<file path="src/rtl/dual_mailbox_register_device_defines.svh">
// Assertion macros shared by the register device RTL.
`ifndef DUAL_MAILBOX_REGISTER_DEVICE_DEFINES_SVH
`define DUAL_MAILBOX_REGISTER_DEVICE_DEFINES_SVH

`ifndef SYNTHESIS

// Check a property on every clock edge outside of reset.
`define DMRD_ASSERT(lbl, prop, msg) \
    lbl: assert property (@(posedge clk) disable iff (!rst_n) prop) else $error(msg);

// Check a property on every clock edge, reset included.
`define DMRD_ASSERT_ALWAYS(lbl, prop, msg) \
    lbl: assert property (@(posedge clk) prop) else $error(msg);

`else

`define DMRD_ASSERT(lbl, prop, msg)
`define DMRD_ASSERT_ALWAYS(lbl, prop, msg)

`endif

`endif

</file>
<file path="src/rtl/dmrd_pkg.sv">
// Shared constants, offset maps and command lookup for the mailbox register device.
package dmrd_pkg;

    localparam int ADDR_W = 12;
    localparam int DATA_W = 32;
    localparam int VER_W  = 2;

    localparam int BOX_A_WORDS_DEFAULT = 6;
    localparam int COMMAND_TABLE_SIZE  = 32;
    localparam int TABLE_ENTRIES       = 32;
    localparam int CMD_W               = $clog2(TABLE_ENTRIES);

    localparam logic [DATA_W-1:0] READY_FLAG      = 32'd1;
    localparam logic [DATA_W-1:0] STATUS_DONE     = 32'd1;
    localparam logic [DATA_W-1:0] BOX_B_RESET_ST  = 32'd1;
    localparam logic [DATA_W-1:0] A_SPECIAL_CMD   = 32'd8;
    localparam logic [DATA_W-1:0] A_SPECIAL_WORD  = 32'd3;
    localparam logic [DATA_W-1:0] PSTATE_COUNT    = 32'd1;
    localparam logic [DATA_W-1:0] MEM_FREQ_MHZ    = 32'd800;

    typedef struct packed {
        logic [ADDR_W-1:0] ready_ofs;
        logic [ADDR_W-1:0] a_cmd_ofs;
        logic [ADDR_W-1:0] a_status_ofs;
        logic [ADDR_W-1:0] a_data_ofs;
        logic [ADDR_W-1:0] b_cmd_ofs;
        logic [ADDR_W-1:0] b_data_ofs;
        logic [ADDR_W-1:0] b_status_ofs;
        logic              has_cmds;
        logic [CMD_W-1:0]  pstates_cmd;
        logic [CMD_W-1:0]  memfreq_cmd;
    } version_map_t;

    localparam version_map_t VERSION_MAPS [4] = '{
        '{12'h034, 12'h528, 12'h564, 12'h598, 12'h714, 12'h700, 12'h704,
          1'b0, 5'h00, 5'h00},
        '{12'h028, 12'h528, 12'h564, 12'h998, 12'h714, 12'h700, 12'h704,
          1'b1, 5'h08, 5'h0a},
        '{12'h024, 12'h530, 12'h57c, 12'h9c4, 12'h718, 12'h700, 12'h704,
          1'b1, 5'h07, 5'h08},
        '{12'h024, 12'h528, 12'h564, 12'h998, 12'h71c, 12'h700, 12'h704,
          1'b1, 5'h07, 5'h09}
    };

    typedef struct packed {
        logic ready_hit;
        logic a_cmd_hit;
        logic a_status_hit;
        logic a_data_hit;
        logic b_cmd_hit;
        logic b_status_hit;
        logic b_data_hit;
    } match_t;

    function automatic int idx_width(int n);
        return (n > 1) ? $clog2(n) : 1;
    endfunction

    // Mailbox B answer for a command under the selected version.
    function automatic logic [DATA_W-1:0] box_b_answer(logic [VER_W-1:0] ver,
                                                       logic [DATA_W-1:0] cmd);
        version_map_t      m;
        logic              known;
        logic [DATA_W-1:0] res;
        m     = VERSION_MAPS[ver];
        known = (cmd < DATA_W'(TABLE_ENTRIES)) && (cmd < DATA_W'(COMMAND_TABLE_SIZE))
                && m.has_cmds;
        res   = '0;
        if (known && (cmd[CMD_W-1:0] == m.pstates_cmd))
            res = PSTATE_COUNT;
        else if (known && (cmd[CMD_W-1:0] == m.memfreq_cmd))
            res = MEM_FREQ_MHZ;
        return res;
    endfunction

endpackage

</file>
<file path="src/rtl/dmrd_req_if.sv">
// Bus access channel: one read or write word per handshake.
interface dmrd_req_if;
    import dmrd_pkg::*;

    logic              valid;
    logic              ready;
    logic              action;
    logic [ADDR_W-1:0] address;
    logic [DATA_W-1:0] write_data;

    modport source (output valid, output action, output address, output write_data,
                    input ready);
    modport sink   (input valid, input action, input address, input write_data,
                    output ready);
endinterface

</file>
<file path="src/rtl/dmrd_rsp_if.sv">
// Result channel: one read data word per handshake.
interface dmrd_rsp_if;
    import dmrd_pkg::*;

    logic              valid;
    logic              ready;
    logic [DATA_W-1:0] read_data;

    modport source (output valid, output read_data, input ready);
    modport sink   (input valid, input read_data, output ready);
endinterface

</file>
<file path="src/rtl/dmrd_cfg_if.sv">
// Configuration write channel carrying the version select word.
interface dmrd_cfg_if;
    import dmrd_pkg::*;

    logic             valid;
    logic             ready;
    logic [VER_W-1:0] version_select;

    modport source (output valid, output version_select, input ready);
    modport sink   (input valid, input version_select, output ready);
endinterface

</file>
<file path="src/rtl/dmrd_decode.sv">
// Address decoder: matches an offset against the selected version's register map.
module dmrd_decode #(
    parameter int BOX_A_WORDS = dmrd_pkg::BOX_A_WORDS_DEFAULT
) (
    input  logic [dmrd_pkg::VER_W-1:0]                     version,
    input  logic [dmrd_pkg::ADDR_W-1:0]                    address,
    output dmrd_pkg::match_t                               hit,
    output logic [dmrd_pkg::idx_width(BOX_A_WORDS)-1:0]    a_index
);
    import dmrd_pkg::*;

    localparam int IDX_W = idx_width(BOX_A_WORDS);
    localparam logic [ADDR_W-1:0] A_SPAN = ADDR_W'(BOX_A_WORDS * 4);

    version_map_t      m;
    logic [ADDR_W-1:0] a_offset;

    assign m        = VERSION_MAPS[version];
    assign a_offset = address - m.a_data_ofs;
    // low two address bits select a byte within the word: drop them
    assign a_index  = a_offset[IDX_W+1:2];

    always_comb
    begin
        hit.ready_hit    = (address == m.ready_ofs);
        hit.a_cmd_hit    = (address == m.a_cmd_ofs);
        hit.a_status_hit = (address == m.a_status_ofs);
        hit.a_data_hit   = (address >= m.a_data_ofs) && (a_offset < A_SPAN);
        hit.b_cmd_hit    = (address == m.b_cmd_ofs);
        hit.b_status_hit = (address == m.b_status_ofs);
        hit.b_data_hit   = (address == m.b_data_ofs);
    end
endmodule

</file>
<file path="src/rtl/dual_mailbox_register_device.sv">
// Top level: register-mapped controller with two command mailboxes.
//
// Usage:
//   req  carries one bus access word per handshake: action (0 read, 1 write),
//        a 12-bit byte offset and 32-bit write data.
//   rsp  returns one read_data word per access, in order; writes and
//        unmapped reads return zero.
//   cfg  writes version_select, which picks the offset map and the mailbox B
//        command table. Write it only while no access is in flight.
// Latency: the result word is valid the cycle after the access is taken.
// Throughput: one access per cycle while no result stalls; decode, mailbox update and read select
//   all settle in the single stage ahead of the result register.
// Stall: while a result waits and rsp.ready is low, req.ready drops and the
//   result holds; accesses resume as soon as the word is taken.
// Reset: version 0, mailbox A status and data words zero, mailbox B status
//   one and data word zero, no result pending.
`include "dual_mailbox_register_device_defines.svh"

module dual_mailbox_register_device #(
    parameter int BOX_A_WORDS = dmrd_pkg::BOX_A_WORDS_DEFAULT
) (
    input  logic        clk,
    input  logic        rst_n,
    dmrd_req_if.sink    req,
    dmrd_rsp_if.source  rsp,
    dmrd_cfg_if.sink    cfg
);
    import dmrd_pkg::*;

    localparam int IDX_W = idx_width(BOX_A_WORDS);

    logic [VER_W-1:0]  version_reg;
    logic [DATA_W-1:0] box_a_status_reg, box_a_status_next;
    logic [DATA_W-1:0] box_a_words_reg [BOX_A_WORDS];
    logic [DATA_W-1:0] box_a_words_next [BOX_A_WORDS];
    logic [DATA_W-1:0] box_b_status_reg, box_b_status_next;
    logic [DATA_W-1:0] box_b_word_reg, box_b_word_next;
    logic              rsp_valid_reg, rsp_valid_next;
    logic [DATA_W-1:0] rsp_data_reg, rsp_data_next;

    match_t            hit;
    logic [IDX_W-1:0]  a_index;
    logic              accept;
    logic              b_run;

    dmrd_decode #(
        .BOX_A_WORDS (BOX_A_WORDS)
    ) u_decode (
        .version (version_reg),
        .address (req.address),
        .hit     (hit),
        .a_index (a_index)
    );

    assign cfg.ready     = 1'b1;
    assign req.ready     = !rsp_valid_reg || rsp.ready;
    assign accept        = req.valid && req.ready;
    assign rsp.valid     = rsp_valid_reg;
    assign rsp.read_data = rsp_data_reg;

    always_comb
    begin
        box_a_status_next = box_a_status_reg;
        box_a_words_next  = box_a_words_reg;
        box_b_status_next = box_b_status_reg;
        box_b_word_next   = box_b_word_reg;
        rsp_data_next     = rsp_data_reg;
        b_run             = 1'b0;
        rsp_valid_next    = rsp.ready ? 1'b0 : rsp_valid_reg;

        if (accept)
        begin
            rsp_valid_next = 1'b1;
            rsp_data_next  = '0;
            if (!req.action)
            begin
                if (hit.ready_hit)
                    rsp_data_next = READY_FLAG;
                else if (hit.a_status_hit)
                    rsp_data_next = box_a_status_reg;
                else if (hit.a_data_hit)
                    rsp_data_next = box_a_words_reg[a_index];
                else if (hit.b_status_hit)
                    rsp_data_next = box_b_status_reg;
                else if (hit.b_data_hit)
                    rsp_data_next = box_b_word_reg;
            end
            else
            begin
                if (hit.a_cmd_hit)
                begin
                    for (int i = 0; i < BOX_A_WORDS; i++)
                        box_a_words_next[i] = '0;
                    if (req.write_data == A_SPECIAL_CMD)
                        box_a_words_next[0] = A_SPECIAL_WORD;
                    box_a_status_next = STATUS_DONE;
                end
                else if (hit.a_status_hit)
                    box_a_status_next = req.write_data;
                else if (hit.a_data_hit)
                    box_a_words_next[a_index] = req.write_data;
                else if (hit.b_cmd_hit)
                begin
                    b_run             = 1'b1;
                    box_b_word_next   = box_b_answer(version_reg, req.write_data);
                    box_b_status_next = STATUS_DONE;
                end
                else if (hit.b_status_hit)
                    box_b_status_next = req.write_data;
                else if (hit.b_data_hit)
                    box_b_word_next = req.write_data;
            end
        end
    end

    always_ff @(posedge clk or negedge rst_n)
    begin
        if (!rst_n)
        begin
            version_reg      <= '0;
            box_a_status_reg <= '0;
            for (int i = 0; i < BOX_A_WORDS; i++)
                box_a_words_reg[i] <= '0;
            box_b_status_reg <= BOX_B_RESET_ST;
            box_b_word_reg   <= '0;
            rsp_valid_reg    <= 1'b0;
        end
        else
        begin
            if (cfg.valid && cfg.ready)
                version_reg <= cfg.version_select;
            box_a_status_reg <= box_a_status_next;
            box_a_words_reg  <= box_a_words_next;
            box_b_status_reg <= box_b_status_next;
            box_b_word_reg   <= box_b_word_next;
            rsp_valid_reg    <= rsp_valid_next;
        end
    end

    // result payload needs no reset
    always_ff @(posedge clk)
    begin
        rsp_data_reg <= rsp_data_next;
    end

    `DMRD_ASSERT(a_stall_blocks_req, (rsp.valid && !rsp.ready) |-> !req.ready,
                 "req taken while result stalled")
    `DMRD_ASSERT(a_accept_gives_rsp, accept |=> rsp.valid,
                 "accepted access produced no result")
    `DMRD_ASSERT(a_write_reads_zero, (accept && req.action) |=> (rsp.read_data == '0),
                 "write returned nonzero data")
    `DMRD_ASSERT(a_b_run_status, b_run |=> (box_b_status_reg == STATUS_DONE),
                 "mailbox B status not set after command")
    `DMRD_ASSERT(a_ready_flag,
                 (accept && !req.action && hit.ready_hit) |=> (rsp.read_data == READY_FLAG),
                 "ready flag read wrong")
endmodule
</file>
<file path="src/flat_wrapper.sv">
// flat-port wrapper written by rule: the top's interface ports become plain ports
module dual_mailbox_register_device_flat import dmrd_pkg::*;
#(
    parameter int BOX_A_WORDS = dmrd_pkg::BOX_A_WORDS_DEFAULT
)
  (clk, rst_n, req_valid, req_action, req_address, req_write_data, req_ready, rsp_valid, rsp_read_data, rsp_ready, cfg_valid, cfg_version_select, cfg_ready);
  dmrd_req_if req_i ();
  dmrd_rsp_if rsp_i ();
  dmrd_cfg_if cfg_i ();
  input  logic clk;
  input  logic rst_n;
  input wire logic [$bits(req_i.valid)-1:0] req_valid;
  input wire logic [$bits(req_i.action)-1:0] req_action;
  input wire logic [$bits(req_i.address)-1:0] req_address;
  input wire logic [$bits(req_i.write_data)-1:0] req_write_data;
  output wire logic [$bits(req_i.ready)-1:0] req_ready;
  output wire logic [$bits(rsp_i.valid)-1:0] rsp_valid;
  output wire logic [$bits(rsp_i.read_data)-1:0] rsp_read_data;
  input wire logic [$bits(rsp_i.ready)-1:0] rsp_ready;
  input wire logic [$bits(cfg_i.valid)-1:0] cfg_valid;
  input wire logic [$bits(cfg_i.version_select)-1:0] cfg_version_select;
  output wire logic [$bits(cfg_i.ready)-1:0] cfg_ready;
  assign req_i.valid = req_valid;
  assign req_i.action = req_action;
  assign req_i.address = req_address;
  assign req_i.write_data = req_write_data;
  assign req_ready = req_i.ready;
  assign rsp_valid = rsp_i.valid;
  assign rsp_read_data = rsp_i.read_data;
  assign rsp_i.ready = rsp_ready;
  assign cfg_i.valid = cfg_valid;
  assign cfg_i.version_select = cfg_version_select;
  assign cfg_ready = cfg_i.ready;
  dual_mailbox_register_device #(.BOX_A_WORDS(BOX_A_WORDS)) u_core (.clk(clk), .rst_n(rst_n), .req(req_i), .rsp(rsp_i), .cfg(cfg_i));
endmodule
</file>
<file path="config.mk">
export PLATFORM = sky130hd
export DESIGN_NAME = dual_mailbox_register_device_flat
export DESIGN_NICKNAME = d
export VERILOG_FILES = /design/src/rtl/dmrd_pkg.sv /design/src/rtl/dmrd_req_if.sv /design/src/rtl/dmrd_rsp_if.sv /design/src/rtl/dmrd_cfg_if.sv /design/src/rtl/dmrd_decode.sv /design/src/rtl/dual_mailbox_register_device.sv /design/src/flat_wrapper.sv
export VERILOG_INCLUDE_DIRS = /design/src /design/src/rtl
export SDC_FILE = /design/constraint.sdc
export NUM_CORES = 1
export LEC_CHECK = 0
export ABC_CLOCK_PERIOD_IN_PS = 5440
export BUFFER_PORTS_ARGS = -buffer_cell sky130_fd_sc_hd__clkbuf_2
export CAP_MARGIN = 20
export CORE_MARGIN = 8
export CORE_UTILIZATION = 60
export CTS_BUF_LIST = sky130_fd_sc_hd__clkbuf_4
export CTS_CLUSTER_SIZE = 10
export DETAILED_ROUTE_END_ITERATION = 8
export HOLD_SLACK_MARGIN = 0.15
export PLACE_DENSITY = 0.88
export REMOVE_ABC_BUFFERS = 1
export SYNTH_ARGS = -nofsm -noshare
export SYNTH_HDL_FRONTEND = slang
export SYNTH_HIERARCHICAL = 1
export SYNTH_SLANG_ARGS = --single-unit
</file>
<file path="constraint.sdc">
create_clock -name clk -period 5.44 [get_ports clk]
set_clock_uncertainty 0.1 [all_clocks]
set_input_delay 0.816 -clock clk [delete_from_list [all_inputs] [get_ports clk]]
set_output_delay 0.816 -clock clk [all_outputs]
set_load 0.02 [all_outputs]
</file>
==> results of run 1 <==
[cells in the final DEF, fill, tap and decap left out, types with 3 or more instances in the layout]
master / count
edfxtp_1: 32
clkbuf_2: 84
a2111oi_0: 37
dfrtp_1: 290
clkinv_2: 6
a221oi_1: 30
clkinv_1: 23
nor3_1: 8
xnor2_1: 4
nor4b_1: 3
a211oi_1: 8
nor2b_1: 10
nor2_1: 55
or2_2: 4
and2_1: 4
mux2_2: 32
nor2_2: 4
o21ai_2: 6
buf_12: 3
o21ai_0: 111
mux2i_1: 28
nand2_1: 150
buf_4: 44
nor3b_1: 6
a21oi_1: 30
nand4_1: 13
a22o_1: 185
and4_1: 3
nand2b_1: 39
inv_1: 36
nand4b_1: 3
nand3_1: 4
clkbuf_4: 115
nor4_1: 8
and3_1: 10
o22ai_1: 7
a22oi_1: 37
a221o_1: 6
[stage by stage]
step | instance area [µm²] | power [µW]
floorplan | 14420 | 2785
global placement | 15790 | 3024
detailed placement | 15790 | 3035
CTS | 16830 | 5053
global route | 16870 | 5233
finish | 16870 | 5051
[kinds of logic after synthesis]
| logic type | Yosys count | synth area share, % |
|---|---|---|
| compound gates | 476 | 23.49 |
| simple gates | 346 | 11.36 |
| flops | 323 | 54.57 |
| buf+inv | 186 | 5.475 |
| mux | 62 | 4.489 |
| xor+xnor | 6 | 0.3479 |
| fa+ha+maj | 3 | 0.2485 |
| other cells | 1 | 0.02482 |
[report_power, final]
group          switching, µW  internal (µW)  leakage, µW
Clock                   1020           1030     0.000607
Combinational            374            145      0.00276
Sequential              20.4           2460      0.00432
[critical path: cells and delay by family (launching register included)]
kind                     cells  cell delay [ps]
AO/OA/AOI/OAI                5             1510
AND/OR/NAND/NOR              6             1450
buffers and inverters        3              770
flip-flops                   1              580
adder cells (fa/ha/maj)      1              210
[routing by layer]
layer  GRT usage (%)  vias up
met2           43.14      903
met4           13.71        2
met1           35.91     6206
met5               0        -
met3           10.32      168
li1                -     5358
[final timing paths]
path	startpoint	end	slack, ps	cells after the start
worst max register to register	u_core/version_reg[1]$_DFFE_PN0P_	u_core/box_a_words_reg[176]$_DFFE_PN0P_	730	15
max in group asynchronous	rst_n	u_core/version_reg[1]$_DFFE_PN0P_	3400	3
worst min register to register	u_core/box_a_status_reg[22]$_DFFE_PN0P_	u_core/box_a_status_reg[22]$_DFFE_PN0P_	370	2
min in group asynchronous	rst_n	u_core/box_b_word_reg[10]$_DFFE_PN0P_	660	2
worst min-delay path	cfg_version_select[1]	u_core/version_reg[1]$_DFFE_PN0P_	260	2
worst max-delay path	u_core/version_reg[1]$_DFFE_PN0P_	u_core/box_a_words_reg[176]$_DFFE_PN0P_	730	15
[area by class of cell]
cell class                      instances  area, µm²
Inverter                               36      135.1
Multi-Input combinational cell        894       6176
Sequential cell                       323       8244
Clock inverter                         33      165.2
Fill cell                            1778       8089
Timing Repair Buffer                  135      875.8
Clock buffer                          115      863.3
Antenna cell                            1      2.502
Tap cell                              330      412.9
[repair_timing]
item                                    4_1_cts  5_1_grt
endpoints found under the setup margin        0        0
hold endpoints to repair                     73        0
hold buffers                                  1        0
==> metrics.yaml, run 1 <==
die_y_um: 174.7
num_io_pins: 87
grt_pass1_vias: 12880
ant_nets: 0
wl_met2_mm: 20.15
post-dp-hpwl_mm: 27.38
ctsRootBufferMaster: "clkbuf_4"
grt_util_all_layers_pct: 28.49
layout.cells.non_filler: 1867
post-route-period-util_pct: 86.53
synth_edf_count: 32
route.vias.total: 12640
holdWs_ps: 256.3
drive_gt1_share_pct: 21.35
ys.warnings.count: 6
cellPowerDensity_mw_per_mm2: 299.3
final_net_count: 1526
synthTopCellsByArea: "dfrtp_1 (48%), a22o_1 (11%), edfxtp_1 (6.4%)"
cp-end-kind: "flip-flop"
ys_ff_latch: 323
num_rows: 58
synthToLayoutAreaGrowth_pct: 11.70
wl_met3_mm: 5.749
max-cap-violations: 0
top_layer_used: "met5"
grt_pass1_wl_mm: 69.74
hold_violations: 0
startpoint_type: "flip-flop"
outcome: "finished, final reports clean"
slew_violations: 0
routed_via_density: 6.769
fmax_mhz: 212.4
die_w_um: 174.7
cts_buffers: 81
drc: 0
grt-ovfl-total: 0
ys_top_cells_by_count: "dfrtp_1 (290), a22o_1 (185), nand2_1 (150)"
wl_per_cell_um: 23.71
slew_headroom_pct: 29.07
synth_area_mm2: 0.01511
critPathSlowestCell: "o21ai_2"
finalSetupViolCount: 0
pre_cts_ws_ps: 454.7
ys_types: 70
postRouteWirelength_mm: 44.26
arrival_ps: 5220
gp_congestion: 0.9249
layout_setup_ws_ps: 732.7
clock-sinks: 323
clkTransAtPathRegs_ps: 60
finish.utilization_pct: 67.60
post_cts_resize_count: 0
dp.cells: 1715
yosysMostFrequentCell: "dfrtp_1"
cts_max_level: 3
peakVddDrop_mv: 0.1646
core_region_area_mm2: 0.02496
critPathMaxFanout: 19
path_cells: "nor2b_1 > buf_4 > nand2b_1 > ha_2 > or4b_1 > a211oi_2 > nor4b_1 > a211oi_1 > a211oi_2 > buf_4 > and2b_1 > and3_1 > o21ai_2 > buf_4 > a22o_1"
period_needed_ps: 4707
syn_avg_cell_area_um2: 10.77
cts_setup_buffers: 0
p_leak_uw: 0.007693
fin_tns_setup_ps: 0
fp.dieArea_mm2: 0.03051
first_pass_iters: 6
synthCells: 1403
tightest_slew_ps: 1064
worstPathRequired_ps: 5950
clk_latency_ps: 710
start_util_pct: 60.52
min_path_type: "primary input to flip-flop"
antenna_found_initial: 2
yosysTopAreaCell: "dfrtp_1"
cp_common_cell: "buf_4"
largest_reg_flops: 192
grt_max_degree: 116
portBuffers: 85
met1_length_mm: 16.59
crit_path_max_incr_delay_ps: 730
grt_setup_unrepaired: "false"
ys.flop_type: "dfrtp_1"
cts.path.max_buffers: 3
critical_path_class: "flip-flop to flip-flop"
asyncSetResetFlopFracSynth_pct: 90.09
drt-initial-drc-count: 1563
cts_tree: "built"
synth_top_area_share_pct: 48.04
synth-seq-area-share_pct: 54.57
Power figures use the tool's default switching activity.
==> run 2, diff against run 1 <==
--- a/config.mk
+++ b/config.mk
@@ -11,7 +11,7 @@
 export CAP_MARGIN = 20
 export CORE_MARGIN = 8
 export CORE_UTILIZATION = 60
-export CTS_BUF_LIST = sky130_fd_sc_hd__clkbuf_4
+export CTS_BUF_LIST = sky130_fd_sc_hd__clkbuf_8
 export CTS_CLUSTER_SIZE = 10
 export DETAILED_ROUTE_END_ITERATION = 8
 export HOLD_SLACK_MARGIN = 0.15
==> metrics.yaml, run 2 (synthesized netlist as in run 1, its figures left out) <==
postRouteWirelength_mm: 44.90  # was 44.26 mm
final_cell_mix: "dfrtp_1 (290), a22o_1 (185), nand2_1 (150)"  # unchanged
drt-initial-drc-count: 1663  # was 1563
fin_tns_setup_ps: 0  # unchanged
die_w_um: 174.7  # unchanged
grt-ovfl-total: 0  # unchanged
grt.met3_usage_pct: 8.504  # was 10.32%
synthToLayoutAreaGrowth_pct: 11.35  # was 11.70%
drive_gt1_share_pct: 18.54  # was 21.35%
post-route-period-util_pct: 86.85  # was 86.53%
postLayoutCellArea_mm2: 0.01682  # was 0.01687 mm²
die_y_um: 174.7  # unchanged
worstPathRequired_ps: 5820  # was 5950 ps
finish.utilization_pct: 67.38  # was 67.60%
cts_max_level: 2  # was 3
antenna_found_initial: 1  # was 2
cts_setup_buffers: 0  # unchanged
r2r_start: "u_core/version_reg[1]$_DFFE_PN0P_"  # unchanged
gp_congestion: 0.9249  # unchanged
largest_reg_flops: 192  # unchanged
outcome: "finished, final reports clean"  # unchanged
critPathSlowestCell: "o21ai_2"  # unchanged
place_area_mm2: 0.01579  # unchanged
grt_max_degree: 116  # unchanged
power_uw: 5025  # was 5051 µW
first_pass_iters: 6  # unchanged
grt_setup_unrepaired: "false"  # unchanged
grt_pass1_vias: 12760  # was 12880
post_cts_resize_count: 0  # unchanged
peakVddDrop_mv: 0.1992  # was 0.1646 mV
slew_violations: 0  # unchanged
nFillCells: 1792  # was 1778
slew_headroom_pct: 29.10  # was 29.07%
r2r_setup_slack_ps: 720  # was 730 ps
layout_commonest_cell: "dfrtp_1"  # unchanged
routed_via_density: 6.918  # was 6.769
clkTransAtPathRegs_ps: 60  # about the same
num_antenna_cells: 0  # was 1
crit_family: "simple AND/OR/NAND/NOR gates"  # was compound AO/OA/AOI/OAI gates
cp-end-kind: "flip-flop"  # unchanged
cts_buffers: 51  # was 81
num_io_pins: 87  # unchanged
clock-sinks: 323  # unchanged
path_cells: "nor2b_1 > buf_4 > nand2b_1 > ha_2 > or4b_1 > a211oi_2 > nor4b_1 > a211oi_1 > a211oi_2 > buf_4 > and2b_1 > and3_1 > o21ai_2 > buf_4 > nand2_1 > o21ai_0"  # was nor2b_1 > buf_4 > nand2b_1 > ha_2 > or4b_1 > a211oi_2 > nor4b_1 > a211oi_1 > a211oi_2 > buf_4 > and2b_1 > and3_1 > o21ai_2 > buf_4 > a22o_1
final_net_count: 1495  # was 1526
crit_buf_inv: 3  # unchanged
holdWs_ps: 195.7  # was 256.3 ps
reg2reg_depth: 16  # was 15
ctsRootBufferMaster: "clkbuf_8"  # was clkbuf_4
critPathMaxFanout: 19  # unchanged
ant_nets: 0  # unchanged
fmax_mhz: 211.7  # was 212.4 MHz
use_met2_pct: 44.56  # was 43.14%
cts.path.max_buffers: 3  # unchanged
portBuffers: 85  # unchanged
period_needed_ps: 4724  # was 4707 ps
cp_common_cell: "buf_4"  # unchanged
startpoint_type: "flip-flop"  # unchanged
post-dp-hpwl_mm: 27.38  # unchanged
busiest_layer: "met2"  # unchanged
max-cap-violations: 0  # unchanged
grt_util_all_layers_pct: 28.82  # was 28.49%
tightest_slew_ps: 1063  # was 1064 ps
core_region_area_mm2: 0.02496  # unchanged
arrival_ps: 5110  # was 5220 ps
grt_pass1_wl_mm: 70.35  # was 69.74 mm
start_util_pct: 60.52  # unchanged
holdBufCountCts: 0  # was 1
p_leak_uw: 0.007657  # was 0.007693 µW
min_path_type: "primary input to async pin"  # was primary input to flip-flop
crit_path_max_incr_delay_ps: 730  # about the same
num_rows: 58  # unchanged
critical_path_class: "flip-flop to flip-flop"  # unchanged
finalSetupViolCount: 0  # unchanged
drc: 0  # unchanged
grt_use_met1_pct: 36.80  # was 35.91%
clk_latency_ps: 580  # was 710 ps
fp.dieArea_mm2: 0.03051  # unchanged
route.vias.total: 12510  # was 12640
hold_violations: 0  # unchanged
cellPowerDensity_mw_per_mm2: 298.7  # was 299.3 mW/mm²
cts_tree: "built"  # unchanged
r2r-end: "u_core/box_a_words_reg[161]$_DFFE_PN0P_"  # was u_core/box_a_words_reg[176]$_DFFE_PN0P_
wl_per_cell_um: 24.83  # was 23.71 µm
-- run 2: cell count changes in the layout (fill, tap and decap cells not counted), sizes merged --
cell / before / now
clkbuf: 199 / 146
clkinvlp: 2 / 1
clkinv: 29 / 6
dlygate4sd3: 1 / 0
dlymetal6s2s: 1 / 0
inv: 37 / 58
diode: 1 / 0
-- run 2: metrics by stage --
step / cells / worst slack [ps]
after floorplan: 1253 / -1819
after global placement: 1715 / 583.6
after detailed placement: 1715 / 454.7
after CTS: 1806 / 718.8
after global routing: 1808 / 513.8
final: 1808 / 715.6
-- run 2: worst max path at each step --
stage	from	end	slack, ps	cells after the start
global route	u_core/version_reg[1]$_DFFE_PN0P_	u_core/box_a_words_reg[161]$_DFFE_PN0P_	510	15
detailed placement	req_address[3]	u_core/rsp.read_data[20]$_SDFFCE_PP0P_	450	12
CTS	u_core/version_reg[1]$_DFFE_PN0P_	u_core/rsp.read_data[20]$_SDFFCE_PP0P_	720	12
global placement	req_address[3]	u_core/rsp.read_data[3]$_SDFFCE_PP0P_	580	13
finish	u_core/version_reg[1]$_DFFE_PN0P_	u_core/box_a_words_reg[161]$_DFFE_PN0P_	720	16
floorplan	u_core/version_reg[1]$_DFFE_PN0P_	u_core/box_b_word_reg[9]$_DFFE_PN0P_	-1820	6
-- run 2: report_power, final --
group | leakage (µW) | switching [µW] | internal (µW)
logic | 0.00274 | 376 | 144
registers | 0.00432 | 20.6 | 2470
clock network | 0.000593 | 955 | 1060
-- run 2: cell type report --
class | instances | area, µm² | area share, %
Sequential cell | 323 | 8244 | 49.01
Multi-Input combinational cell | 894 | 6176 | 36.72
Timing Repair Buffer | 134 | 858.3 | 5.103
Clock buffer | 61 | 839.6 | 4.991
Tap cell | 330 | 412.9 | 2.455
Clock inverter | 30 | 155.1 | 0.9223
Inverter | 36 | 135.1 | 0.8033
-- run 2: layer usage --
metal,wire length [µm],vias to the layer above,share of wire [%]
li1,-,5253,-
met1,16870,6084,38
met2,20600,974,46
met3,5452,195,12
met4,1966,2,4.4
met5,10,-,0.022
-- run 2: worst register-to-register path, cell delays in order (launching register included) --
cell	delay (ps)
dfrtp_1	580
nor2b_1	250
buf_4	230
nand2b_1	80
ha_2	200
or4b_1	540
a211oi_2	280
nor4b_1	80
a211oi_1	260
a211oi_2	80
buf_4	180
and2b_1	260
and3_1	240
o21ai_2	730
buf_4	370
nand2_1	90
o21ai_0	80
